<file path="src/hdl/bia_pkg.sv">
// Shared types and constants of the bitmap index allocator.
// Field widths, operation and status codes, controller/datapath command and status structs.
// No dependencies.
package bia_pkg;

	localparam int INDEX_W    = 16;
	localparam int COUNT_W    = 9;
	localparam int KIND_W     = 2;
	localparam int STATUS_W   = 2;
	localparam int WORD_BITS  = 8;
	localparam int BIT_W      = 3;
	localparam int CFG_IDX_W  = 1;
	localparam int CFG_DATA_W = 16;

	typedef logic [KIND_W-1:0]    kind_t;
	typedef logic [STATUS_W-1:0]  status_t;
	typedef logic [CFG_IDX_W-1:0] cfg_idx_t;

	localparam kind_t KIND_ALLOC = 2'd0;
	localparam kind_t KIND_FREE  = 2'd1;
	localparam kind_t KIND_QUERY = 2'd2;

	localparam status_t ST_OK        = 2'd0;
	localparam status_t ST_NONE_FREE = 2'd1;
	localparam status_t ST_RANGE     = 2'd2;

	localparam cfg_idx_t CFG_BASE  = 1'd0;
	localparam cfg_idx_t CFG_COUNT = 1'd1;

	localparam logic [INDEX_W-1:0] BASE_RESET  = 16'd0;
	localparam logic [COUNT_W-1:0] COUNT_RESET = 9'd256;

	typedef enum logic [2:0] {
		RES_ZERO,
		RES_NONE_FREE,
		RES_RANGE,
		RES_GRANT,
		RES_FREE,
		RES_QUERY
	} res_sel_t;

	typedef enum logic {
		RD_TARGET,
		RD_NEXT
	} rd_sel_t;

	typedef struct packed {
		logic     latch_op;
		logic     latch_cur;
		logic     rd_en;
		rd_sel_t  rd_sel;
		logic     wr_set;
		logic     wr_clr;
		logic     clr_wr;
		logic     scan_first;
		logic     scan_step;
		logic     res_load;
		res_sel_t res_sel;
		logic     emit;
	} bia_cmd_t;

	typedef struct packed {
		kind_t kind;
		logic  range_ok;
		logic  exhausted;
		logic  found;
		logic  home;
		logic  clr_done;
		logic  out_free;
	} bia_stat_t;

endpackage

</file>
<file path="src/hdl/bia_ctrl.sv">
// Controller of the bitmap index allocator: sequences clear pass, allocate scan,
// free read-modify-write, query read, and result transfer. Depends on bia_pkg.
module bia_ctrl (
	input  logic                clk,
	input  logic                arst_n,
	input  logic                s_tvalid,
	input  logic                cfg_we,
	input  bia_pkg::bia_stat_t  stat,
	output bia_pkg::bia_cmd_t   cmd,
	output logic                s_tready
);
	import bia_pkg::*;

	typedef enum logic [2:0] {
		S_CLEAR,
		S_IDLE,
		S_DISPATCH,
		S_ALLOC_WR,
		S_SCAN,
		S_FREE_WR,
		S_QUERY,
		S_EMIT
	} state_t;

	state_t state_q, state_d;

	assign s_tready = (state_q == S_IDLE);

	always_comb begin
		cmd     = '0;
		state_d = state_q;
		case (state_q)
			S_CLEAR: begin
				cmd.clr_wr = 1'b1;
				if (stat.clr_done) state_d = S_IDLE;
			end
			S_IDLE: begin
				cmd.latch_op = s_tvalid;
				if (s_tvalid) state_d = S_DISPATCH;
			end
			S_DISPATCH: begin
				case (stat.kind)
					KIND_ALLOC: begin
						if (stat.exhausted) begin
							cmd.res_load = 1'b1;
							cmd.res_sel  = RES_NONE_FREE;
							state_d      = S_EMIT;
						end else begin
							cmd.latch_cur = 1'b1;
							cmd.rd_en     = 1'b1;
							cmd.rd_sel    = RD_TARGET;
							state_d       = S_ALLOC_WR;
						end
					end
					KIND_FREE, KIND_QUERY: begin
						if (stat.range_ok) begin
							cmd.latch_cur = 1'b1;
							cmd.rd_en     = 1'b1;
							cmd.rd_sel    = RD_TARGET;
							state_d       = (stat.kind == KIND_FREE) ? S_FREE_WR : S_QUERY;
						end else begin
							cmd.res_load = 1'b1;
							cmd.res_sel  = RES_RANGE;
							state_d      = S_EMIT;
						end
					end
					default: begin
						cmd.res_load = 1'b1;
						cmd.res_sel  = RES_ZERO;
						state_d      = S_EMIT;
					end
				endcase
			end
			S_ALLOC_WR: begin
				cmd.wr_set     = 1'b1;
				cmd.scan_first = 1'b1;
				cmd.res_load   = 1'b1;
				cmd.res_sel    = RES_GRANT;
				if (stat.found) begin
					state_d = S_EMIT;
				end else begin
					cmd.rd_en  = 1'b1;
					cmd.rd_sel = RD_NEXT;
					state_d    = S_SCAN;
				end
			end
			S_SCAN: begin
				cmd.scan_step = 1'b1;
				if (stat.found || stat.home) begin
					state_d = S_EMIT;
				end else begin
					cmd.rd_en  = 1'b1;
					cmd.rd_sel = RD_NEXT;
				end
			end
			S_FREE_WR: begin
				cmd.wr_clr   = 1'b1;
				cmd.res_load = 1'b1;
				cmd.res_sel  = RES_FREE;
				state_d      = S_EMIT;
			end
			S_QUERY: begin
				cmd.res_load = 1'b1;
				cmd.res_sel  = RES_QUERY;
				state_d      = S_EMIT;
			end
			S_EMIT: begin
				if (stat.out_free) begin
					cmd.emit = 1'b1;
					state_d  = S_IDLE;
				end
			end
			default: state_d = S_IDLE;
		endcase
		if (cfg_we) begin
			cmd     = '0;
			state_d = S_CLEAR;
		end
	end

	always_ff @(posedge clk or negedge arst_n) begin
		if (!arst_n) begin
			state_q <= S_CLEAR;
		end else begin
			state_q <= state_d;
		end
	end

endmodule

</file>
<file path="config.mk">
export PLATFORM = sky130hd
export DESIGN_NAME = bia_ctrl
export DESIGN_NICKNAME = d
export VERILOG_FILES = /design/src/hdl/bia_pkg.sv /design/src/hdl/bia_ctrl.sv
export SDC_FILE = /design/constraint.sdc
export NUM_CORES = 1
export LEC_CHECK = 0
export ABC_CLOCK_PERIOD_IN_PS = 1700
export BUFFER_PORTS_ARGS = -buffer_cell sky130_fd_sc_hd__buf_2
export CAP_MARGIN = 25
export CORE_MARGIN = 8
export CORE_UTILIZATION = 32
export DETAILED_ROUTE_END_ITERATION = 16
export SYNTH_ARGS = -nofsm -noshare
export SYNTH_HDL_FRONTEND = slang
export SYNTH_SLANG_ARGS = --single-unit
</file>
<file path="constraint.sdc">
create_clock -name clk -period 1.7 [get_ports clk]
set_clock_uncertainty 0.05 [all_clocks]
set_input_delay 0.255 -clock clk [delete_from_list [all_inputs] [get_ports clk]]
set_output_delay 0.255 -clock clk [all_outputs]
set_load 0.02 [all_outputs]
</file>
# After elaboration in Yosys (flattened, before gate mapping)
# Index checks and enable logic that the tools add are counted.
# Widths: inputs -> output; s select.
[word_totals]
word_cells = 50
out_inout_bits = 15
register_bits = 3
[classes]
eq_ne = 13
muxes = 30
reduce_logical = 6
[ops]
columns = ["operator", "count"]
rows = [
  ["$mux 3", 8],
  ["$pmux 3 s7", 1],
  ["$pmux 4 s4", 1],
  ["$mux 14", 1],
  ["$eq 3x3->1 const B", 4],
  ["$ne 3x3->1 const B", 4],
  ["$pmux 3 s2", 2],
  ["$mux 2", 5],
  ["$mux 1", 8],
  ["$mux 4", 2],
  ["$pmux 4 s2", 1],
  ["$eq 3x2->1 const B", 2],
  ["$pmux 2 s3", 1],
  ["$reduce_and 4->1", 1],
  ["$reduce_or 2->1", 2],
  ["$eq 3x1->1 const B", 1],
  ["$logic_not 3->1", 1],
  ["$eq 2x1->1 const B", 1],
  ["$eq 2x2->1 const B", 1],
  ["$logic_not 2->1", 1],
  ["$logic_or 1x1->1", 1],
]

# Depth between registers and ports, before layout
# Gate-level depths: netlist (run 1).
[logic_depth]
depth_word = 6
ltp_mapped = 6

# Least setup slack after synthesis (run 1)
# No wires, ideal clock.
[synth_timing]
kind = "register to output"
from = "register state_q[0]"
to = "output port cmd[1] (netlist name)"
path_stages_with_launch = 4
n_path_buf = 2
t_arrival_ns = 1.800
path_slack_ns = -0.405
cell_sequence = "dfrtp_1 > buf_4 > buf_4 > a2111oi_0"
[synth_rtl]
columns = ["item", "line_no", "source"]
rows = [
  ["from (decl)", "bia_ctrl.sv:25", "state_t state_q, state_d;"],
  ["from (signal assigned)", "bia_ctrl.sv:125", "state_q <= state_d;"],
  ["to (decl)", "bia_ctrl.sv:9", "output bia_pkg::bia_cmd_t cmd,"],
]

==> results of run 1 <==
power by group through the flow:
stage | Combinational (mW) | Clock (mW) | Sequential [mW]
6_report | 0.513 | 0.137 | 0.122
2_1_floorplan | 0.319 | 0 | 0.0953
4_1_cts | 0.470 | 0.133 | 0.116
5_1_grt | 0.553 | 0.153 | 0.126
3_3_place_gp | 0.433 | 0 | 0.119
3_5_place_dp | 0.437 | 0 | 0.118
cells in the mapped netlist (all sizes together):
cell,number
o31ai,1
buf,7
a21oi,3
inv,7
o21bai,1
nor2b,1
a311oi,1
a31o,1
dfrtp,3
a22oi,1
or2,1
o21ai,2
a211oi,2
nor3,8
nor4,3
nand2b,4
and2,1
nor2,10
nor3b,1
ha,4
or3,2
a31oi,1
o21a,1
a2111oi,1
a211o,1
nand2,3
nor4b,1
mux2i,2
through the flow:
stage / hold slack, ns / total power [mW] / instance area, um^2 / TNS (ns) / instances
after floorplan: -0.0906 / 0.414 / 559 / -0.0326 / 74
after global placement: 0.00144 / 0.552 / 756 / -0.0418 / 122
after detailed placement: 0.00664 / 0.555 / 756 / -0.0720 / 122
after CTS: 0.196 / 0.719 / 826 / -0.226 / 129
after global routing: 0.189 / 0.832 / 878 / -0.646 / 129
final: 0.182 / 0.772 / 878 / -0.223 / 129
how the worst max path moves through the flow:
stage	startpoint	endpoint	slack (ns)	cells past startpoint
after global placement	stat[6]	cmd[11]	-0.04	7
after global routing	state_q[2]	cmd[11]	-0.20	4
after detailed placement	stat[6]	cmd[11]	-0.05	7
after CTS	state_q[2]	cmd[11]	-0.10	4
final	state_q[2]	cmd[11]	-0.11	4
after floorplan	state_q[0]	cmd[4]	-0.02	5
logic make-up (layout without fill, tap and decap cells):
logic type	count (synthesis)	in the layout	synth area share
AND/OR/NAND/NOR	35	35	0.375
AO/OA/AOI/OAI	16	16	0.208
buffers and inverters	14	53	0.145
adder cells (fa/ha/maj)	4	4	0.0937
flip-flops	3	3	0.141
multiplexers	2	2	0.0375
timing repair:
item                                    in CTS  in global routing
hold buffers                                 1                  0
pin swaps                                    1                  3
hold endpoints to repair                     3                  0
endpoints found under the setup margin       8                 13
buffers inserted                             2                  0
resized for setup                            8                 15
critical path, cell delays in order (launching register included):
cell and delay [ns]:
dfrtp_1 0.41, or3_4 0.43, nor4_4 0.15, or2_4 0.16, buf_6 0.10
routing by layer:
layer  wire [um]  GRT usage
met5           0          0
met1         791      0.131
met4          15     0.0403
met3          83     0.0427
met2         778      0.166
cell usage in the layout, fill, tap and decap left out, types with 3 or more instances in the layout:
cell	Yosys	routed
buf_2	2	17
clkbuf_4	0	3
nor3_1	8	4
buf_6	1	5
buf_4	4	19
nor3_2	0	4
nor2_1	10	10
ha_1	4	3
inv_1	7	6
layout make-up:
cell class	count	area [um^2]
clock buffer	4	26.3
fill	157	663
inverter	7	26.3
multi-input combinational	57	435
sequential	3	76.3
tap	16	20.0
timing repair buffer	42	294
==> impl_metrics.tcl, run 1 <==
set metrics [dict create \
    whs_endpoint "state_q[2]" \
    fmax_ghz 0.554 \
    cts.sinks 3 \
    min_period_over_period 1.06 \
    coreArea_um2 1540 \
    htree_levels 1 \
    syn-num-nets 90 \
    holdPathStages 2 \
    synth_top_area_cell "dfrtp_1" \
    gr-total-overflow 0 \
    tritoncts "built" \
    die_h_um 56.9 \
    power_density_nw_per_um2 878 \
    synthesis.area_um2 534 \
    worst_slack_ns -0.106 \
    p_int_uw 431 \
    std_cell_rows 14 \
    synth.area.top_cells "dfrtp_1 (14%), ha_1 (9.4%), nor3_1 (7.5%), nor2_1 (7.0%), buf_4 (5.6%)" \
    layout-drive-gt1-share 0.540 \
    switchingPower_uw 341 \
    setup_viol 3 \
    min_from "stat[0]" \
    grt_first_pass_wirelength_um 2930 \
    leakagePower_nw 0.433 \
    firstDrtPassIters 4 \
    r2r-start "state_q[0]" \
    areaGrowthSynthToFinish_pct 64.4 \
    place.gp.congestion 0.827 \
    ant_nets 0 \
    synthDistinctLibCells 32 \
    pin_count 27 \
    reg_top3 "state_q: 3 flops" \
    end_kind "output pin" \
    slew_viol_final 0 \
    via_per_inst 5.12 \
    ys_warn_count 0 \
    cts_made_buffers 3 \
    antenna_found_initial 0 \
    totalWireLength_um 1670 \
    drtIter0Drc 10 \
    grt_pass1_vias 699 \
    dpl_worst_slack_ns -0.0500 \
    worstPathMaxFanout 4 \
    route.detailed.drc 0 \
    rsz0062_at_grt "yes" \
    clockPowerShare 0.178 \
    grt_usage 0.108 \
    tightest_slew_ns 0.310 \
    synth_top_area_share 0.141 \
    die_w_um 56.9 \
    r2r_end "state_q[1]" \
    seq_power_share 0.158 \
    violations "negative setup slack" \
    period_minus_slack_ns 1.81 \
    worstPathArrival_ns 1.50 \
    slew_headroom 0.793 \
    regMostFlops "state_q" \
    finalHoldViolations 0 \
    fin_util 0.570 \
    grt_start_max_net_pins 14 \
    combPwrFrac 0.664 \
    vdd_drop_max_uv 527 \
    cts-root-buf "clkbuf_4" \
    avgSynthCellArea_um2 7.22 \
    synth_seq_cells 3 \
    wl_per_cell_um 12.9 \
    swShare 0.441 \
    largest_register_ffs 3 \
    antenna_cells 0 \
    max_cap_viol_count 0 \
    port_buffers 26 \
    dp_hpwl_um 1380 \
    ff2ff_setup_slack_ns 0.23 \
    cp.required_ns 1.39 \
    reg2reg_depth 5 \
    clock_latency_ns 0.25 \
    status "complete, but fails checks" \
    path_class "reg2out" \
    synth_cells 74 \
    hp-class "in2reg" \
    start_util 0.347 \
    clk_pin_slew_ns 0.04 \
    die_area_um2 3230 \
    route.vias.total 660 \
    finalNetCount 130 \
    clockBufferDepth 2 \
    startpoint_type "register" \
    yosysSeqAreaShare 0.141 \
]
(Power assumes the default switching activity.)
==> run 2: changes to the inputs <==
--- a/config.mk
+++ b/config.mk
@@ -10,5 +10,6 @@
 export CAP_MARGIN = 25
-export CORE_MARGIN = 8
-export CORE_UTILIZATION = 32
+export CORE_AREA = 8 8 45 47
 export DETAILED_ROUTE_END_ITERATION = 16
+export DIE_AREA = 0 0 53 55
+export PLACE_DENSITY = 0.72
 export SYNTH_ARGS = -nofsm -noshare
==> constraint.sdc (replaced) <==
create_clock -name clk -period 1.7 [get_ports clk]
set_clock_uncertainty 0.05 [all_clocks]
set_input_delay 0.085 -clock clk [delete_from_list [all_inputs] [get_ports clk]]
set_output_delay 0.085 -clock clk [all_outputs]
set_load 0.02 [all_outputs]
==> run 2 against run 1 <==
The run now ends clean. Clock power down 7%. Via count down 4.8%. Flip-flop and latch count unchanged. Wire length down 5.0%. Critical path type unchanged. Largest cell class unchanged.
==> impl_metrics.tcl, run 2 (synthesis gave the netlist of run 1 again) <==
set metrics [dict create \
    status "complete, no violations" \
    min_from "stat[0]" \
    whs_endpoint "state_q[2]" \
    layout-drive-gt1-share 0.413 \
    slew_viol_final 0 \
    place_inst 113 \
    antenna_cells 0 \
    cts-root-buf "clkbuf_4" \
    nFillCells 144 \
    cts.sinks 3 \
    startpoint_type "register" \
    register_area_um2 77.6 \
    largest_register_ffs 3 \
    max_cap_viol_count 0 \
    switchingPower_uw 301 \
    worstPathArrival_ns 1.51 \
    grt_pass1_vias 537 \
    fmax_ghz 0.606 \
    tritoncts "built" \
    final_common_cell "buf_2" \
    crit_chain "buf_4, a211o_1, nor2_1, o21bai_1, buf_2" \
    reg2reg_depth 5 \
    power_density_nw_per_um2 890 \
    pin_count 27 \
    via_per_inst 5.23 \
    wl_per_cell_um 13.2 \
    firstDrtPassIters 4 \
    rsz0062_at_grt "yes" \
    swShare 0.460 \
    fin_cells 120 \
    cp.required_ns 1.56 \
    final_cell_mix "buf_2 (25), nor2_1 (10), inv_1 (6), nor3_1 (6), buf_4 (6)" \
    clk_pin_slew_ns 0.04 \
    cp_slowest_cell "dfrtp_2" \
    clockBufferDepth 2 \
    start_util 0.386 \
    route.vias.total 628 \
    leakagePower_nw 0.377 \
    antenna_found_initial 0 \
    grt_start_max_net_pins 12 \
    totalWireLength_um 1590 \
    dp_hpwl_um 1180 \
    reg_top3 "state_q: 3 flops" \
    grt_usage 0.105 \
    gr-total-overflow 0 \
    areaGrowthSynthToFinish_pct 37.5 \
    setup_viol 0 \
    ant_nets 0 \
    min_period_over_period 0.970 \
    vdd_drop_max_uv 365 \
    finalNetCount 121 \
    path_class "reg2out" \
    holdPathStages 2 \
    worstPathMaxFanout 11 \
    die_h_um 55 \
    period_minus_slack_ns 1.65 \
    clockPowerShare 0.196 \
    regMostFlops "state_q" \
    grt_first_pass_wirelength_um 2270 \
    path_buf_inv 2 \
    path_delay_family "flip-flops" \
    die_w_um 53 \
    r2r-start "state_q[0]" \
    p_int_uw 353 \
    htree_levels 1 \
    ff2ff_setup_slack_ns 0.18 \
    port_buffers 26 \
    seq_power_share 0.197 \
    combPwrFrac 0.606 \
    drtIter0Drc 26 \
    cts_made_buffers 3 \
    end_kind "output pin" \
    multiInputGateArea_um2 393 \
    die_area_um2 2920 \
    slew_headroom 0.766 \
    slowest_delay_ns 0.47 \
    tightest_slew_ns 0.350 \
    place.gp.congestion 0.794 \
    route.detailed.drc 0 \
    std_cell_rows 14 \
    clock_latency_ns 0.23 \
    crit_start "state_q[0]" \
    hp-class "in2reg" \
    finalHoldViolations 0 \
    r2r_end "state_q[1]" \
    fin_util 0.531 \
    coreArea_um2 1380 \
]
==> run 2: cell count changes in the layout (fill, tap and decap cells not counted), sizes merged <==
cell	previous run	this run
buf	41	32
==> run 2: metrics by stage <==
stage          power (mW)  cell area, um^2  TNS (ns)  setup slack [ns]  hold slack [ns]
2_1_floorplan       0.400              536         0            0.0121           -0.261
3_3_place_gp        0.483              664         0             0.183           -0.169
3_5_place_dp        0.486              664         0             0.187           -0.170
4_1_cts             0.623              702         0           0.00280           0.0205
5_1_grt             0.702              734   -0.0489           -0.0266           0.0258
6_report            0.654              734         0            0.0502           0.0308
==> run 2: how the worst max path moves through the flow <==
| stage | to | cells past startpoint | slack, ns |
|---|---|---|---|
| 2_1_floorplan | cmd[1] | 3 | 0.01 |
| 3_3_place_gp | state_q[1] | 5 | 0.18 |
| 3_5_place_dp | state_q[1] | 5 | 0.19 |
| 4_1_cts | cmd[11] | 5 | 0.003 |
| 5_1_grt | cmd[11] | 5 | -0.03 |
| 6_report | cmd[4] | 5 | 0.05 |
==> run 2: layer usage <==
metal | up-vias | GRT usage | part of all wire
li1 | 322 | - | -
met1 | 283 | 0.114 | 0.42
met2 | 23 | 0.160 | 0.47
met3 | 0 | 0.0401 | 0.10
met4 | 0 | 0.0905 | 0
met5 | - | 0 | 0
==> run 2: power by group through the flow <==
stage                     clock (mW)  combinational [mW]  sequential (mW)
after CTS                      0.133               0.367            0.124
final                          0.128               0.396            0.129
after global placement             0               0.361            0.121
after global routing           0.139               0.431            0.132
after detailed placement           0               0.362            0.124
after floorplan                    0               0.304           0.0953
==> run 2: layout make-up <==
type / count / area share
clock buffer: 4 / 0.0358
inverter: 7 / 0.0358
tap: 16 / 0.0273
sequential: 3 / 0.106
multi-input combinational: 57 / 0.535
timing repair buffer: 33 / 0.261
==> run 2: timing repair <==
item	CTS	global route
pin swaps	0	2
endpoints found under the setup margin	1	3
hold buffers	1	0
hold endpoints to repair	3	0
setup buffers	0	2
resized for setup	1	6
