**config.mk**
```make
export PLATFORM = sky130hd
export DESIGN_NAME = bia_dpath
export DESIGN_NICKNAME = d
export VERILOG_FILES = /design/src/hdl/bia_pkg.sv /design/src/hdl/bia_dpath.sv
export SDC_FILE = /design/constraint.sdc
export NUM_CORES = 1
export LEC_CHECK = 0
export BUFFER_PORTS_ARGS = -buffer_cell sky130_fd_sc_hd__buf_2
export CORE_ASPECT_RATIO = 0.7
export CORE_MARGIN = 4
export CORE_UTILIZATION = 52
export CTS_BUF_LIST = sky130_fd_sc_hd__clkbuf_16
export DETAILED_ROUTE_END_ITERATION = 10
export PLACE_DENSITY = 0.69
export REMOVE_ABC_BUFFERS = 1
export SYNTH_ARGS = -nofsm -noshare
export SYNTH_HDL_FRONTEND = slang
export SYNTH_SLANG_ARGS = --single-unit
```
**constraint.sdc**
```tcl
create_clock -name clk -period 6.3 [get_ports clk]
set_input_delay 0.63 -clock clk [delete_from_list [all_inputs] [get_ports clk]]
set_output_delay 0.63 -clock clk [all_outputs]
set_load 0.005 [all_outputs]
```
**src/hdl/bia_pkg.sv**
```systemverilog
// Shared types and constants of the bitmap index allocator.
// Field widths, operation and status codes, controller/datapath command and status structs.
// No dependencies.
package bia_pkg;

	localparam int INDEX_W    = 16;
	localparam int COUNT_W    = 9;
	localparam int KIND_W     = 2;
	localparam int STATUS_W   = 2;
	localparam int WORD_BITS  = 8;
	localparam int BIT_W      = 3;
	localparam int CFG_IDX_W  = 1;
	localparam int CFG_DATA_W = 16;

	typedef logic [KIND_W-1:0]    kind_t;
	typedef logic [STATUS_W-1:0]  status_t;
	typedef logic [CFG_IDX_W-1:0] cfg_idx_t;

	localparam kind_t KIND_ALLOC = 2'd0;
	localparam kind_t KIND_FREE  = 2'd1;
	localparam kind_t KIND_QUERY = 2'd2;

	localparam status_t ST_OK        = 2'd0;
	localparam status_t ST_NONE_FREE = 2'd1;
	localparam status_t ST_RANGE     = 2'd2;

	localparam cfg_idx_t CFG_BASE  = 1'd0;
	localparam cfg_idx_t CFG_COUNT = 1'd1;

	localparam logic [INDEX_W-1:0] BASE_RESET  = 16'd0;
	localparam logic [COUNT_W-1:0] COUNT_RESET = 9'd256;

	typedef enum logic [2:0] {
		RES_ZERO,
		RES_NONE_FREE,
		RES_RANGE,
		RES_GRANT,
		RES_FREE,
		RES_QUERY
	} res_sel_t;

	typedef enum logic {
		RD_TARGET,
		RD_NEXT
	} rd_sel_t;

	typedef struct packed {
		logic     latch_op;
		logic     latch_cur;
		logic     rd_en;
		rd_sel_t  rd_sel;
		logic     wr_set;
		logic     wr_clr;
		logic     clr_wr;
		logic     scan_first;
		logic     scan_step;
		logic     res_load;
		res_sel_t res_sel;
		logic     emit;
	} bia_cmd_t;

	typedef struct packed {
		kind_t kind;
		logic  range_ok;
		logic  exhausted;
		logic  found;
		logic  home;
		logic  clr_done;
		logic  out_free;
	} bia_stat_t;

endpackage

```
**src/hdl/bia_dpath.sv**
```systemverilog
// Datapath of the bitmap index allocator: config registers, used-bit map memory,
// next-free pointer, word scan logic, result and output registers. Depends on bia_pkg.
module bia_dpath #(
	parameter int SLOTS = 256
) (
	input  logic                                  clk,
	input  logic                                  arst_n,
	input  logic                                  cfg_we,
	input  bia_pkg::cfg_idx_t                     cfg_index,
	input  logic [bia_pkg::CFG_DATA_W-1:0]        cfg_data,
	input  bia_pkg::kind_t                        in_kind,
	input  logic [bia_pkg::INDEX_W-1:0]           in_index,
	input  bia_pkg::bia_cmd_t                     cmd,
	output bia_pkg::bia_stat_t                    stat,
	input  logic                                  m_tready,
	output logic                                  out_valid,
	output logic [bia_pkg::INDEX_W-1:0]           out_granted,
	output bia_pkg::status_t                      out_status,
	output logic                                  out_in_use
);
	import bia_pkg::*;

	localparam int WORDS  = (SLOTS + WORD_BITS - 1) / WORD_BITS;
	localparam int ADDR_W = (WORDS > 1) ? $clog2(WORDS) : 1;
	localparam int SLOT_W = ADDR_W + BIT_W;

	logic [WORD_BITS-1:0] mem [WORDS];
	logic [WORD_BITS-1:0] rd_q;

	logic [INDEX_W-1:0] base_q;
	logic [COUNT_W-1:0] count_q;
	logic [SLOT_W-1:0]  next_q;
	logic               exh_q;
	kind_t              kind_q;
	logic [INDEX_W-1:0] idx_q;
	logic [SLOT_W-1:0]  cur_q;
	logic [ADDR_W-1:0]  scan_q;
	logic [ADDR_W-1:0]  clr_q;

	logic [INDEX_W-1:0] res_granted_q;
	status_t            res_status_q;
	logic               res_in_use_q;
	logic               out_valid_q;
	logic [INDEX_W-1:0] out_granted_q;
	status_t            out_status_q;
	logic               out_in_use_q;

	logic [COUNT_W-1:0]   cnt;
	logic [INDEX_W:0]     diff;
	logic                 range_ok;
	logic [SLOT_W-1:0]    req_slot;
	logic [SLOT_W-1:0]    alloc_cur;
	logic [SLOT_W-1:0]    target;
	logic [ADDR_W-1:0]    last_word;
	logic [ADDR_W-1:0]    next_word;
	logic [ADDR_W-1:0]    rd_addr;
	logic [ADDR_W-1:0]    home_word;
	logic [BIT_W-1:0]     home_bit;
	logic [WORD_BITS-1:0] cur_mask;
	logic [WORD_BITS-1:0] cand;
	logic [BIT_W-1:0]     pos;
	logic                 found;
	logic                 home;

	always_comb begin
		if (count_q == '0) begin
			cnt = COUNT_W'(1);
		end else if (32'(count_q) > SLOTS) begin
			cnt = COUNT_W'(SLOTS);
		end else begin
			cnt = count_q;
		end
	end

	assign diff      = {1'b0, idx_q} - {1'b0, base_q};
	assign range_ok  = !diff[INDEX_W] && (diff[INDEX_W-1:0] < INDEX_W'(cnt));
	assign req_slot  = SLOT_W'(diff[INDEX_W-1:0]);
	assign alloc_cur = (32'(next_q) >= 32'(cnt)) ? '0 : next_q;
	assign target    = (kind_q == KIND_ALLOC) ? alloc_cur : req_slot;
	assign last_word = ADDR_W'((32'(cnt) - 32'd1) >> BIT_W);
	assign next_word = (scan_q == last_word) ? '0 : scan_q + ADDR_W'(1);
	assign rd_addr   = (cmd.rd_sel == RD_TARGET) ? target[SLOT_W-1:BIT_W] : next_word;
	assign home_word = cur_q[SLOT_W-1:BIT_W];
	assign home_bit  = cur_q[BIT_W-1:0];
	assign home      = (scan_q == home_word);
	assign cur_mask  = WORD_BITS'(1) << home_bit;

	// free slots of the word just read, limited to the count and to the part of the ring
	// that this step covers
	always_comb begin
		logic in_cnt;
		logic in_arc;
		cand = '0;
		for (int i = 0; i < WORD_BITS; i++) begin
			in_cnt = (32'({scan_q, BIT_W'(i)}) < 32'(cnt));
			if (cmd.scan_first) begin
				in_arc = (BIT_W'(i) > home_bit);
			end else begin
				in_arc = home ? (BIT_W'(i) < home_bit) : 1'b1;
			end
			cand[i] = !rd_q[i] && in_cnt && in_arc;
		end
	end

	always_comb begin
		pos = '0;
		for (int i = WORD_BITS - 1; i >= 0; i--) begin
			if (cand[i]) pos = BIT_W'(i);
		end
	end

	assign found = |cand;

	assign stat.kind      = kind_q;
	assign stat.range_ok  = range_ok;
	assign stat.exhausted = exh_q;
	assign stat.found     = found;
	assign stat.home      = home;
	assign stat.clr_done  = (clr_q == ADDR_W'(WORDS - 1));
	assign stat.out_free  = !out_valid_q || m_tready;

	always_ff @(posedge clk) begin
		if (cmd.rd_en) rd_q <= mem[rd_addr];
		if (cmd.clr_wr) begin
			mem[clr_q] <= '0;
		end else if (cmd.wr_set) begin
			mem[home_word] <= rd_q | cur_mask;
		end else if (cmd.wr_clr) begin
			mem[home_word] <= rd_q & ~cur_mask;
		end
	end

	always_ff @(posedge clk or negedge arst_n) begin
		if (!arst_n) begin
			base_q  <= BASE_RESET;
			count_q <= COUNT_RESET;
			next_q  <= '0;
			exh_q   <= 1'b0;
			clr_q   <= '0;
		end else if (cfg_we) begin
			case (cfg_index)
				CFG_BASE:  base_q  <= cfg_data;
				CFG_COUNT: count_q <= cfg_data[COUNT_W-1:0];
				default: ;
			endcase
			next_q <= '0;
			exh_q  <= 1'b0;
			clr_q  <= '0;
		end else begin
			if (cmd.clr_wr) clr_q <= clr_q + ADDR_W'(1);
			if ((cmd.scan_first || cmd.scan_step) && found) begin
				next_q <= {scan_q, pos};
			end else if (cmd.scan_step && home) begin
				next_q <= cur_q;
				exh_q  <= 1'b1;
			end
			if (cmd.wr_clr && ((cur_q < next_q) || exh_q)) begin
				next_q <= cur_q;
				exh_q  <= 1'b0;
			end
		end
	end

	always_ff @(posedge clk) begin
		if (cmd.latch_op) begin
			kind_q <= in_kind;
			idx_q  <= in_index;
		end
		if (cmd.latch_cur) cur_q <= target;
		if (cmd.rd_en) scan_q <= rd_addr;
		if (cmd.res_load) begin
			res_granted_q <= '0;
			res_status_q  <= ST_OK;
			res_in_use_q  <= 1'b0;
			case (cmd.res_sel)
				RES_NONE_FREE: res_status_q  <= ST_NONE_FREE;
				RES_RANGE:     res_status_q  <= ST_RANGE;
				RES_GRANT:     res_granted_q <= base_q + INDEX_W'(cur_q);
				RES_QUERY:     res_in_use_q  <= rd_q[home_bit];
				default: ;
			endcase
		end
		if (cmd.emit) begin
			out_granted_q <= res_granted_q;
			out_status_q  <= res_status_q;
			out_in_use_q  <= res_in_use_q;
		end
	end

	always_ff @(posedge clk or negedge arst_n) begin
		if (!arst_n) begin
			out_valid_q <= 1'b0;
		end else if (cmd.emit) begin
			out_valid_q <= 1'b1;
		end else if (m_tready) begin
			out_valid_q <= 1'b0;
		end
	end

	assign out_valid   = out_valid_q;
	assign out_granted = out_granted_q;
	assign out_status  = out_status_q;
	assign out_in_use  = out_in_use_q;

endmodule

```
# ---- Word-level counts from Yosys, hierarchy flattened
# Memory sizes are Yosys's and may differ from the RTL's. A register that Yosys moved wholly into a read port is not among the register bits.
# Cells that the tools add are included.
# W data, S select, Z words.
dict set report op_classes {
  add_sub_neg 5
  magnitude_cmp 29
  n_eq_ne 8
  shift 1
  muxes 58
  n_bitwise 5
  reduce_logical 44
}
# cell count
set op_table {}
lappend op_table {{$lt A8 B9 Y1} 8}
lappend op_table {{$mux W8} 8}
lappend op_table {{$mux W1} 33}
lappend op_table {{$mux W5} 5}
lappend op_table {{$mux W3} 8}
lappend op_table {{$logic_and A1 B1 Y1} 20}
lappend op_table {{$mux W9} 2}
lappend op_table {{$sub A16 B16 Y17} 1}
lappend op_table {{$add A16 B8 Y16} 1}
lappend op_table {{$lt A16 B9 Y1} 1}
lappend op_table {{$reduce_or A8 Y1} 2}
lappend op_table {{$gt A3 B3 Y1 const A} 4}
lappend op_table {{$lt A3 B3 Y1 const A} 4}
lappend op_table {{$add A5 B1 Y5 const B} 2}
lappend op_table {{$eq A5 B5 Y1} 2}
lappend op_table {{$logic_not A1 Y1} 10}
lappend op_table {{$ge A8 B9 Y1} 1}
lappend op_table {{$gt A9 B9 Y1 const B} 1}
lappend op_table {{$logic_not A9 Y1} 1}
lappend op_table {{$and A8 B8 Y8} 1}
lappend op_table {{$lt A8 B8 Y1} 1}
lappend op_table {{$not A8 Y8} 1}
lappend op_table {{$or A8 B8 Y8} 1}
lappend op_table {{$shl A1 B3 Y8 const A} 1}
lappend op_table {{21 further kinds} 31}
dict set report word_totals {
  reg_bits 109
  mem_bits_rw 256
  in_bits 53
  wordCells 167
  mem_count 1
}
# memory depth word_bits rd rd_clocked_by_memory_dff wr line_no
set mem_list {}
lappend mem_list {mem 32 8 1 1 1 bia_dpath.sv:27} ;# logic [WORD_BITS-1:0] mem [WORDS];

# ---- Depth between registers and ports, before layout
# Gate-level depths: netlist (run 1).
dict set report logic_depth {
  depth_word 17
  ltp_mapped 19
}

# ---- Least setup slack after synthesis (run 1)
# OpenSTA, ideal clock, no wires.
dict set report synth_timing {
  kind {register to output}
  start {reg idx_q[0]}
  end {out stat[5] (netlist bit)}
  t_arrival_ns 3.265
  required_time_ns 5.670
  path_slack_ns 2.405
  stages_incl_launch_ff 18
  path_buffers 1
  path_cell_list {edfxtp_1 > inv_1 > ha_1 > inv_1 > fa_1 > a211oi_1 > o21ai_0 > o211a_1 > o21a_1 > nor2_1 > xnor2_1 > ha_1 > a211o_1 > a2111oi_0 > o221ai_1 > a221o_1 > a211oi_1 > buf_4}
}
dict set report synth_via {
  elab_chain_len 3
}
# item line_no
set synth_rtl {}
lappend synth_rtl {{start, declared} bia_dpath.sv:35} ;# logic [INDEX_W-1:0] idx_q;
lappend synth_rtl {{start signal, assigned} bia_dpath.sv:167} ;# idx_q <= in_index;
lappend synth_rtl {{$sub A16 B16 Y17 *} bia_dpath.sv:75} ;# assign diff = {1'b0, idx_q} - {1'b0, base_q};
lappend synth_rtl {{$lt A16 B9 Y1 or $logic_not A1 Y1 (tied branches)} bia_dpath.sv:76} ;# assign range_ok = !diff[INDEX_W] && (diff[INDEX_W-1:0] < INDEX_W'(cnt));
lappend synth_rtl {{$logic_and A1 B1 Y1 *} bia_dpath.sv:76}
lappend synth_rtl {{end, declared} bia_dpath.sv:14} ;# output bia_pkg::bia_stat_t stat,
# Every way passes the cells marked *; elsewhere a longest branch is shown, timed or not.

==> results.sh, run 1 <==
export IMPL_crit_type="flop to primary output"
export IMPL_fillCellCount=2588
export IMPL_final_common_cell="edfxtp_1"
export IMPL_fin_setup_tns_ns=0
export IMPL_dieArea_mm2=0.03672
export IMPL_die_height_um=161.5
export IMPL_grt_start_max_net_pins=87
export IMPL_vias_per_cell=6.088
export IMPL_gp_congestion=0.9236
export IMPL_drive_gt1_share_pct=13.75
export IMPL_htree_levels=2
export IMPL_synthDistinctLibCells=85
export IMPL_hold_class="primary input to asynchronous set/reset pin"
export IMPL_wl_per_cell_um=23.27
export IMPL_hpwl_um=30190
export IMPL_drtIter0Drc=1508
export IMPL_slew_headroom_pct=27.10
export IMPL_grt_antenna_before_repair=0
export IMPL_grt_usage_pct=23.75
export IMPL_firstDrtPassIters=5
export IMPL_syn_mean_instance_area_um2=12.80
export IMPL_slew_violations=0
export IMPL_cts_tree="yes"
export IMPL_clkTransAtPathRegs_ns=0.06
export IMPL_die_w_um=227.3
export IMPL_syn_inst=1368
export IMPL_synth_seq_cells=373
export IMPL_ff2ff_path_depth=14
export IMPL_tightest_slew_ns=1.089
export IMPL_placementRows=55
export IMPL_arrival_ns=4.63
export IMPL_async_flop_share_pct=10.72
export IMPL_r2r_start="count_q[8]"
export IMPL_grt_first_pass_wirelength_um=66160
export IMPL_clockRootBuffer="clkbuf_16"
export IMPL_required_ns=5.67
export IMPL_synth_edf_count=333
export IMPL_synth_area_leaders="edfxtp_1 57%, dfrtp_1 5.6%, mux2i_1 4.6%"
export IMPL_multi_input_area_mm2=0.005966
export IMPL_finClkSkew_ns=0.01922
export IMPL_p_leak_nw=7.243
export IMPL_setup_violations_final=0
export IMPL_rsz0062_at_grt="false"
export IMPL_wirelength_um=43950
export IMPL_syn_area_mm2=0.01751
export IMPL_start_kind="flop"
export IMPL_drc=0
export IMPL_drv_cap=0
export IMPL_synthDominantCellAreaShare_pct=57.11
export IMPL_grt_pass1_vias=10570
export IMPL_start_util_pct=53.45
export IMPL_status="completed"
export IMPL_crit_fanout=3
export IMPL_vias=11500
export IMPL_seq_area_mm2=0.01100
export IMPL_rrSetupSlack_ns=1.67
export IMPL_period_minus_slack_ns=5.261
export IMPL_nets=1549
export IMPL_regToRegEndpoint="rd_q[5]"
export IMPL_cts_buffers=37
export IMPL_max_freq_ghz=0.1901
export IMPL_powerDensity_mw_per_mm2=386.1
export IMPL_ant_nets=0
export IMPL_grt_overflow_total=0
export IMPL_layout_common_cells="333 x edfxtp_1, 150 x nand2_1, 102 x nor2_1, 87 x a21oi_1, 81 x mux2i_1"
export IMPL_worstSkewPairLatency_ns=0.54
export IMPL_coreArea_mm2=0.03276
export IMPL_yosysSeqAreaShare_pct=62.84
export IMPL_ir_drop_v=0.0002431
export IMPL_yosys_warnings=0
export IMPL_cts_sinks=373
export IMPL_clock_path_buffers=3
export IMPL_cts_resized=0
export IMPL_total_power_mw=7.487
export IMPL_port_buffers=80
export IMPL_ys_flop_type="edfxtp_1"
export IMPL_diodes=0
export IMPL_area_growth_pct=10.76
export IMPL_end_kind="primary output"
export IMPL_post_cts_buffers=0
export IMPL_ctsHoldBuffers=0
export IMPL_ios=81
export IMPL_hold_viol_final=0
export IMPL_synth_top_area_cell="edfxtp_1"
export IMPL_finalCritPeriodShare_pct=83.51
-- routing by layer --
| layer | track usage [%] | up-vias | part of all wire (%) |
|---|---|---|---|
| li1 | - | 5296 | - |
| met5 | 0 | - | 0 |
| met4 | 5.498 | 0 | 1.8 |
| met3 | 8.448 | 60 | 12 |
| met1 | 38.84 | 5552 | 47 |
| met2 | 29.78 | 593 | 39 |
-- cells by family after synthesis --
logic type      share of synthesized area (%)
fa+ha+maj                               4.231
xor+xnor                                1.301
compound gates                          11.79
flops                                   62.84
mux                                     5.724
simple gates                            10.70
buf+inv                                 3.416
-- synth_stat cells (5+ instances only) --
library cell and number:
or3_1 5, a22oi_1 5, nor2_1 102, a21o_1 15
mux2i_1 81, xnor2_1 19, nor2b_1 17, a211oi_1 19
and3_1 9, o21a_1 11, nor3_1 17, edfxtp_1 333
buf_4 19, a32oi_1 25, nor3b_1 9, buf_6 5
nand2b_1 13, inv_1 60, nand2_1 150, buf_2 18
a21oi_1 87, clkbuf_1 17, nand3_1 25, a221oi_1 17
mux2_2 17, dfrtp_1 39, a22o_1 7, a31oi_1 19
xor2_1 7, ha_1 56, o21ai_0 42, nand4_1 12
-- state kept, by name, indices dropped and copies added (netlist names), 8 cells and up --
signal and flops:
mem 256, next_q 8, count_q 9, out_granted 16, idx_q 16, rd_q 8
cur_q 8, base_q 16, res_granted_q 16
-- power by group --
group	leakage, nW	switching [mW]	internal, mW	total, mW
Combinational	3.03	1.36	0.747	2.10
Sequential	3.63	0.224	3.00	3.22
Clock	0.584	0.941	1.22	2.16
Total	7.24	2.52	4.97	7.49
-- worst max-delay path by stage --
stage	start	slack (ns)	end
after floorplan	count_q[3]	0.85	rd_q[6]
after global placement	base_q[0]	1.68	stat[5]
after detailed placement	base_q[0]	1.72	stat[5]
after CTS	base_q[0]	1.10	stat[5]
after global routing	base_q[0]	0.81	stat[5]
final	base_q[0]	1.04	stat[5]
-- layout make-up --
cell class	count	share of cell area, %
tap	427	2.755
clock inverter	25	1.110
sequential	373	56.73
inverter	63	1.245
timing repair buffer	91	2.490
multi-input combinational	872	30.76
clock buffer	38	4.904
-- critical path, cell delays in order (launching register included) --
cell and delay [ns]:
dfrtp_1 0.56, ha_1 0.22, inv_1 0.05, fa_1 0.42, a211oi_1 0.31, o21ai_0 0.16, o211a_1 0.15, o21a_1 0.18
nor2_1 0.12, xnor2_1 0.11, ha_1 0.20, a211o_1 0.22, a2111oi_0 0.49, o221ai_1 0.21, a221o_1 0.29, a211oi_1 0.25
buf_2 0.16
-- metrics by stage --
step | utilization (%) | hold WS (ns) | worst slack, ns | cells | cell area [um^2]
after floorplan | - | 0.3344 | 0.8524 | 1308 | 17150
after global placement | 55.64 | 0.4011 | 1.683 | 1826 | 18230
after detailed placement | 55.64 | 0.4045 | 1.718 | 1826 | 18230
after CTS | 59.20 | 0.2541 | 1.100 | 1889 | 19390
after global routing | 59.20 | 0.2578 | 0.8058 | 1889 | 19390
final | 59.20 | 0.2703 | 1.039 | 1889 | 19390
Note: power is estimated with default switching activity, not from simulation.
==> inputs of run 2 (changes only) <==
==> constraint.sdc (replaced) <==
create_clock -name clk -period 5.2 [get_ports clk]
set_input_delay 0.52 -clock clk [delete_from_list [all_inputs] [get_ports clk]]
set_output_delay 0.52 -clock clk [all_outputs]
set_load 0.005 [all_outputs]
==> run 2 against run 1 <==
  * Critical path depth unchanged
  * Flip-flop and latch count stayed put
  * Register-to-register slack worse by 1.1 ns
  * Combinational power increased by 24%
  * Critical path type unchanged
==> results.sh, run 2 (same netlist as run 1, synthesis figures left out) <==
export IMPL_status="completed"
export IMPL_period_minus_slack_ns=4.831
export IMPL_start_util_pct=53.45
export IMPL_vias_per_cell=6.074
export IMPL_drive_gt1_share_pct=14.03
export IMPL_die_height_um=161.5
export IMPL_hold_class="primary input to flop"
export IMPL_wl_per_cell_um=23.36
export IMPL_gp_congestion=0.9399
export IMPL_powerDensity_mw_per_mm2=473.8
export IMPL_max_freq_ghz=0.2070
export IMPL_clkTransAtPathRegs_ns=0.06
export IMPL_grt_pass1_vias=11120
export IMPL_grt_overflow_total=0
export IMPL_slew_violations=0
export IMPL_die_w_um=227.3
export IMPL_pwr_share_clk_pct=29.7
export IMPL_sequentialPowerShare_pct=42.0
export IMPL_slew_headroom_pct=19.45
export IMPL_cts_sinks=373
export IMPL_hold_viol_final=0
export IMPL_required_ns=4.68
export IMPL_end_kind="primary output"
export IMPL_start_kind="flop"
export IMPL_vias=11530
export IMPL_drv_cap=0
export IMPL_post_place_ws_ns=0.7762
export IMPL_crit_type="flop to primary output"
export IMPL_ir_drop_v=0.0003695
export IMPL_multi_input_area_mm2=0.005966
export IMPL_placementRows=55
export IMPL_port_buffers=80
export IMPL_area_growth_pct=11.46
export IMPL_arrival_ns=4.31
export IMPL_ctsHoldBuffers=0
export IMPL_cts_tree="yes"
export IMPL_htree_levels=2
export IMPL_setup_violations_final=0
export IMPL_pwr_share_comb_pct=28.2
export IMPL_layout_common_cells="333 x edfxtp_1, 150 x nand2_1, 102 x nor2_1, 87 x a21oi_1, 81 x mux2i_1"
export IMPL_dieArea_mm2=0.03672
export IMPL_ios=81
export IMPL_firstDrtPassIters=6
export IMPL_cp_depth=16
export IMPL_hpwl_um=30620
export IMPL_post_cts_buffers=0
export IMPL_fillCellCount=2603
export IMPL_cts_buffers=36
export IMPL_drc=0
export IMPL_switching_share_pct=33.25
export IMPL_post_place_cells=1830
export IMPL_grt_usage_pct=24.07
export IMPL_p_leak_nw=7.306
export IMPL_wirelength_um=44330
export IMPL_tightest_slew_ns=1.204
export IMPL_seq_area_mm2=0.01100
export IMPL_ff2ff_path_depth=14
export IMPL_cp_slowest_cell="dfrtp_1"
export IMPL_holdPathStages=1
export IMPL_top_register="mem"
export IMPL_slowest_delay_ns=0.46
export IMPL_grt_antenna_before_repair=2
export IMPL_crit_chain="ha_1, inv_1, fa_1, a211oi_1, o21ai_0, o211a_1, o21a_1, nor2_1, xnor2_1, ha_1, a211o_1, a2111oi_0, o221ai_1, a221o_1, a211oi_1, buf_2"
export IMPL_finClkSkew_ns=0.02122
export IMPL_grt_start_max_net_pins=87
export IMPL_ant_nets=0
export IMPL_largest_reg_flops=256
export IMPL_setup_slack_ns=0.3691
export IMPL_drtIter0Drc=1426
export IMPL_crit_family="compound AO/OA/AOI/OAI gates"
export IMPL_finalCritPeriodShare_pct=92.90
export IMPL_coreArea_mm2=0.03276
export IMPL_crit_fanout=3
export IMPL_p_sw_mw=3.074
export IMPL_cts_resized=0
export IMPL_whs_ns=0.1608
export IMPL_nets=1552
export IMPL_internal_power_mw=6.172
export IMPL_final_common_cell="edfxtp_1"
export IMPL_clock_path_buffers=3
export IMPL_clockRootBuffer="clkbuf_16"
export IMPL_stdcell_count=1898
export IMPL_fin_setup_tns_ns=0
export IMPL_rsz0062_at_grt="false"
export IMPL_cp_buffers_inverters=2
export IMPL_grt_first_pass_wirelength_um=67370
export IMPL_worstSkewPairLatency_ns=0.54
## run 2: metal layers
| metal | GRT usage (%) | vias up | routed length (um) |
|---|---|---|---|
| li1 | - | 5316 | - |
| met1 | 38.45 | 5595 | 20530 |
| met2 | 30.74 | 542 | 17330 |
| met3 | 8.321 | 75 | 5388 |
| met4 | 6.789 | 0 | 1075 |
| met5 | 0 | - | 0 |
## run 2: worst register-to-register path, delay by kind of cell, from the launching register on
kind                     cells  cell delay (ns)
AO/OA/AOI/OAI                7             1.97
AND/OR/NAND/NOR              5             1.02
buffers and inverters        1             0.72
flip-flops                   1             0.50
adder cells (fa/ha/maj)      1             0.17
## run 2: power by group through the flow
stage	Combinational [mW]	Clock [mW]	Sequential, mW
final	2.61	2.75	3.89
after CTS	2.57	2.78	3.87
after global routing	2.85	2.92	3.90
after global placement	2.50	0	3.93
after floorplan	1.76	0	3.82
after detailed placement	2.55	0	3.93
## run 2: area by class of cell
class | count | area share [%]
clock inverter | 29 | 1.667
multi-input combinational | 872 | 30.57
antenna | 3 | 0.03847
timing repair buffer | 95 | 2.757
clock buffer | 36 | 4.616
inverter | 63 | 1.237
tap | 427 | 2.738
sequential | 373 | 56.38
## run 2: metrics by stage
step | area, um^2 | util [%] | total power [mW]
6_report | 19520 | 59.58 | 9.246
3_5_place_dp | 18280 | 55.81 | 6.484
3_3_place_gp | 18280 | 55.81 | 6.428
2_1_floorplan | 17150 | - | 5.580
5_1_grt | 19510 | 59.57 | 9.671
4_1_cts | 19510 | 59.55 | 9.219
## run 2: final timing paths
path	slack, ns	endpoint	start
setup / recovery	0.37	stat[5]	base_q[0]
hold / removal	0.16	idx_q[8]	in_index[8]
setup reg to reg	0.56	rd_q[3]	count_q[3]
hold reg to reg	0.42	out_granted[6]	res_granted_q[6]
max in group asynchronous	4.37	next_q[6]	arst_n
min in group asynchronous	0.18	clr_q[0]	arst_n
==> inputs of run 3 (changes only) <==
--- a/config.mk
+++ b/config.mk
@@ -13,6 +13,7 @@
 export DETAILED_ROUTE_END_ITERATION = 10
 export PLACE_DENSITY = 0.69
 export REMOVE_ABC_BUFFERS = 1
+export SETUP_SLACK_MARGIN = 0.5
 export SYNTH_ARGS = -nofsm -noshare
 export SYNTH_HDL_FRONTEND = slang
 export SYNTH_SLANG_ARGS = --single-unit
==> constraint.sdc (replaced) <==
create_clock -name clk -period 5.2 [get_ports clk]
set_input_delay 0.52 -clock clk [delete_from_list [all_inputs] [get_ports clk]]
set_output_delay 0.52 -clock clk [all_outputs]
set_load 0.01 [all_outputs]
==> run 3 against run 2 <==
  * Final cell count is 0.26% lower
  * Flip-flop and latch count stayed put
  * Clock skew is 0.0063 ns lower
  * Fmax is 6.7% higher
  * Cell area is 0.51% lower
  * Die area stayed put
  * Worst hold slack better by 0.0024 ns
  * Largest power group unchanged
==> results.sh, run 3 (same netlist as run 1, synthesis figures left out) <==
export IMPL_status="completed"
export IMPL_pwr_share_clk_pct=27.5
export IMPL_slew_violations=0
export IMPL_cts_sinks=373
export IMPL_finClkSkew_ns=0.01492
export IMPL_htree_levels=2
export IMPL_arrival_ns=4.01
export IMPL_area_growth_pct=10.89
export IMPL_vias_per_cell=6.136
export IMPL_placementRows=55
export IMPL_post_cts_buffers=0
export IMPL_grt_first_pass_wirelength_um=66970
export IMPL_port_buffers=80
export IMPL_firstDrtPassIters=5
export IMPL_hold_class="primary input to asynchronous set/reset pin"
export IMPL_clockRootBuffer="clkbuf_16"
export IMPL_ir_drop_v=0.0003259
export IMPL_powerDensity_mw_per_mm2=463.8
export IMPL_post_place_ws_ns=0.8278
export IMPL_drtIter0Drc=1607
export IMPL_die_height_um=161.5
export IMPL_grt_antenna_before_repair=2
export IMPL_total_power_mw=9.004
export IMPL_crit_fanout=3
export IMPL_internal_power_mw=5.936
export IMPL_coreArea_mm2=0.03276
export IMPL_top_register="mem"
export IMPL_die_w_um=227.3
export IMPL_grt_pass1_vias=10900
export IMPL_finalCritPeriodShare_pct=87.05
export IMPL_grt_usage_pct=23.99
export IMPL_cts_tree="yes"
export IMPL_hold_viol_final=0
export IMPL_final_common_cell="edfxtp_1"
export IMPL_worstSkewPairLatency_ns=0.53
export IMPL_required_ns=4.68
export IMPL_ctsHoldBuffers=0
export IMPL_crit_type="flop to primary output"
export IMPL_pwr_share_comb_pct=29.3
export IMPL_grt_start_max_net_pins=87
export IMPL_vias=11620
export IMPL_setup_violations_final=0
export IMPL_ios=81
export IMPL_wirelength_um=44460
export IMPL_clkTransAtPathRegs_ns=0.06
export IMPL_end_kind="primary output"
export IMPL_drive_gt1_share_pct=13.92
export IMPL_dieArea_mm2=0.03672
export IMPL_start_kind="flop"
export IMPL_largest_reg_flops=256
export IMPL_drc=0
export IMPL_nets=1553
export IMPL_setup_slack_ns=0.6734
export IMPL_wl_per_cell_um=23.49
export IMPL_drv_cap=0
export IMPL_rsz0062_at_grt="true"
export IMPL_tightest_slew_ns=1.250
export IMPL_layout_common_cells="333 x edfxtp_1, 150 x nand2_1, 102 x nor2_1, 87 x a21oi_1, 81 x mux2i_1"
export IMPL_period_minus_slack_ns=4.527
export IMPL_p_leak_nw=7.264
export IMPL_clock_path_buffers=3
export IMPL_slew_headroom_pct=16.36
export IMPL_max_freq_ghz=0.2209
export IMPL_switching_share_pct=34.07
export IMPL_sequentialPowerShare_pct=43.2
export IMPL_grt_overflow_total=0
export IMPL_gp_congestion=0.9296
export IMPL_ant_nets=0
export IMPL_p_sw_mw=3.068
export IMPL_start_util_pct=53.45
export IMPL_hpwl_um=30670
export IMPL_cts_buffers=37
[run 3: cell types whose count changed in the layout (fill, tap and decap cells not counted), sizes merged]
cell / before / now
inv: 70 / 76
clkinv: 13 / 9
clkinvlp: 2 / 1
diode: 3 / 1
bufinv: 7 / 1
clkbuf: 36 / 38
[run 3: path summary, 6_finish.rpt]
check | depth (start not counted) | slack [ns] | start | to
max | 16 | 0.67 | base_q[0] | stat[5]
min in group clk | 1 | 0.17 | in_index[13] | idx_q[13]
min | 1 | 0.16 | arst_n | base_q[14]
min reg2reg | 0 | 0.42 | res_granted_q[14] | out_granted[14]
max in group asynchronous | 1 | 4.31 | arst_n | base_q[0]
max reg2reg | 14 | 0.82 | count_q[3] | rd_q[7]
[run 3: routing by layer]
metal  vias to the layer above  part of all wire, %  wire (um)  global-route usage, %
met2                       574                   40      17740                  31.38
met5                         -                    0          0                      0
met1                      5650                   47      20780                  38.95
li1                       5318                    -          -                      -
met3                        74                   11       4993                  7.213
met4                         0                  2.1        947                  5.580
[run 3: power by group through the flow]
stage               Combinational [mW]  Sequential [mW]  Clock (mW)
floorplan                         1.76             3.83           0
global placement                  2.51             3.93           0
detailed placement                2.56             3.93           0
CTS                               2.58             3.87        2.52
global route                      2.88             3.90        2.66
finish                            2.64             3.89        2.48
[run 3: area by class of cell]
type | instances | area [um^2]
inverters | 63 | 244.0
flip-flops and latches | 373 | 11000
multi-input cells | 872 | 5996
diodes | 1 | 2.502
clock inverters | 24 | 142.6
repair buffers | 95 | 541.8
fillers | 2559 | 13340
well taps | 427 | 534.3
clock buffers | 38 | 950.9
[run 3: worst max-delay path, cell delays in order (launching register included)]
cell       delay, ns
dfrtp_2         0.43
ha_1            0.18
inv_1           0.05
fa_2            0.36
a211oi_2        0.22
o21ai_0         0.12
o211a_1         0.14
o21a_1          0.19
nor2_1          0.11
xnor2_1         0.09
ha_1            0.19
a211o_1         0.24
a2111oi_2       0.31
o221ai_1        0.18
a221o_1         0.28
a211oi_1        0.20
buf_2           0.16
[run 3: timing repair]
action,CTS,global route
pin swaps,0,0
hold endpoints to repair,0,0
endpoints found under the setup margin,1,9
resized for setup,2,9
[run 3: stage by stage]
stage                     std cells  cell area [um^2]  utilization (%)  hold WS (ns)  setup TNS [ns]
after floorplan                1308             17150                -        0.2244          -1.547
after global placement         1830             18280            55.81        0.4000               0
after detailed placement       1830             18280            55.81        0.4045               0
after CTS                      1892             19380            59.16        0.1432               0
after global routing           1893             19410            59.27        0.1435               0
final                          1893             19410            59.27        0.1632               0
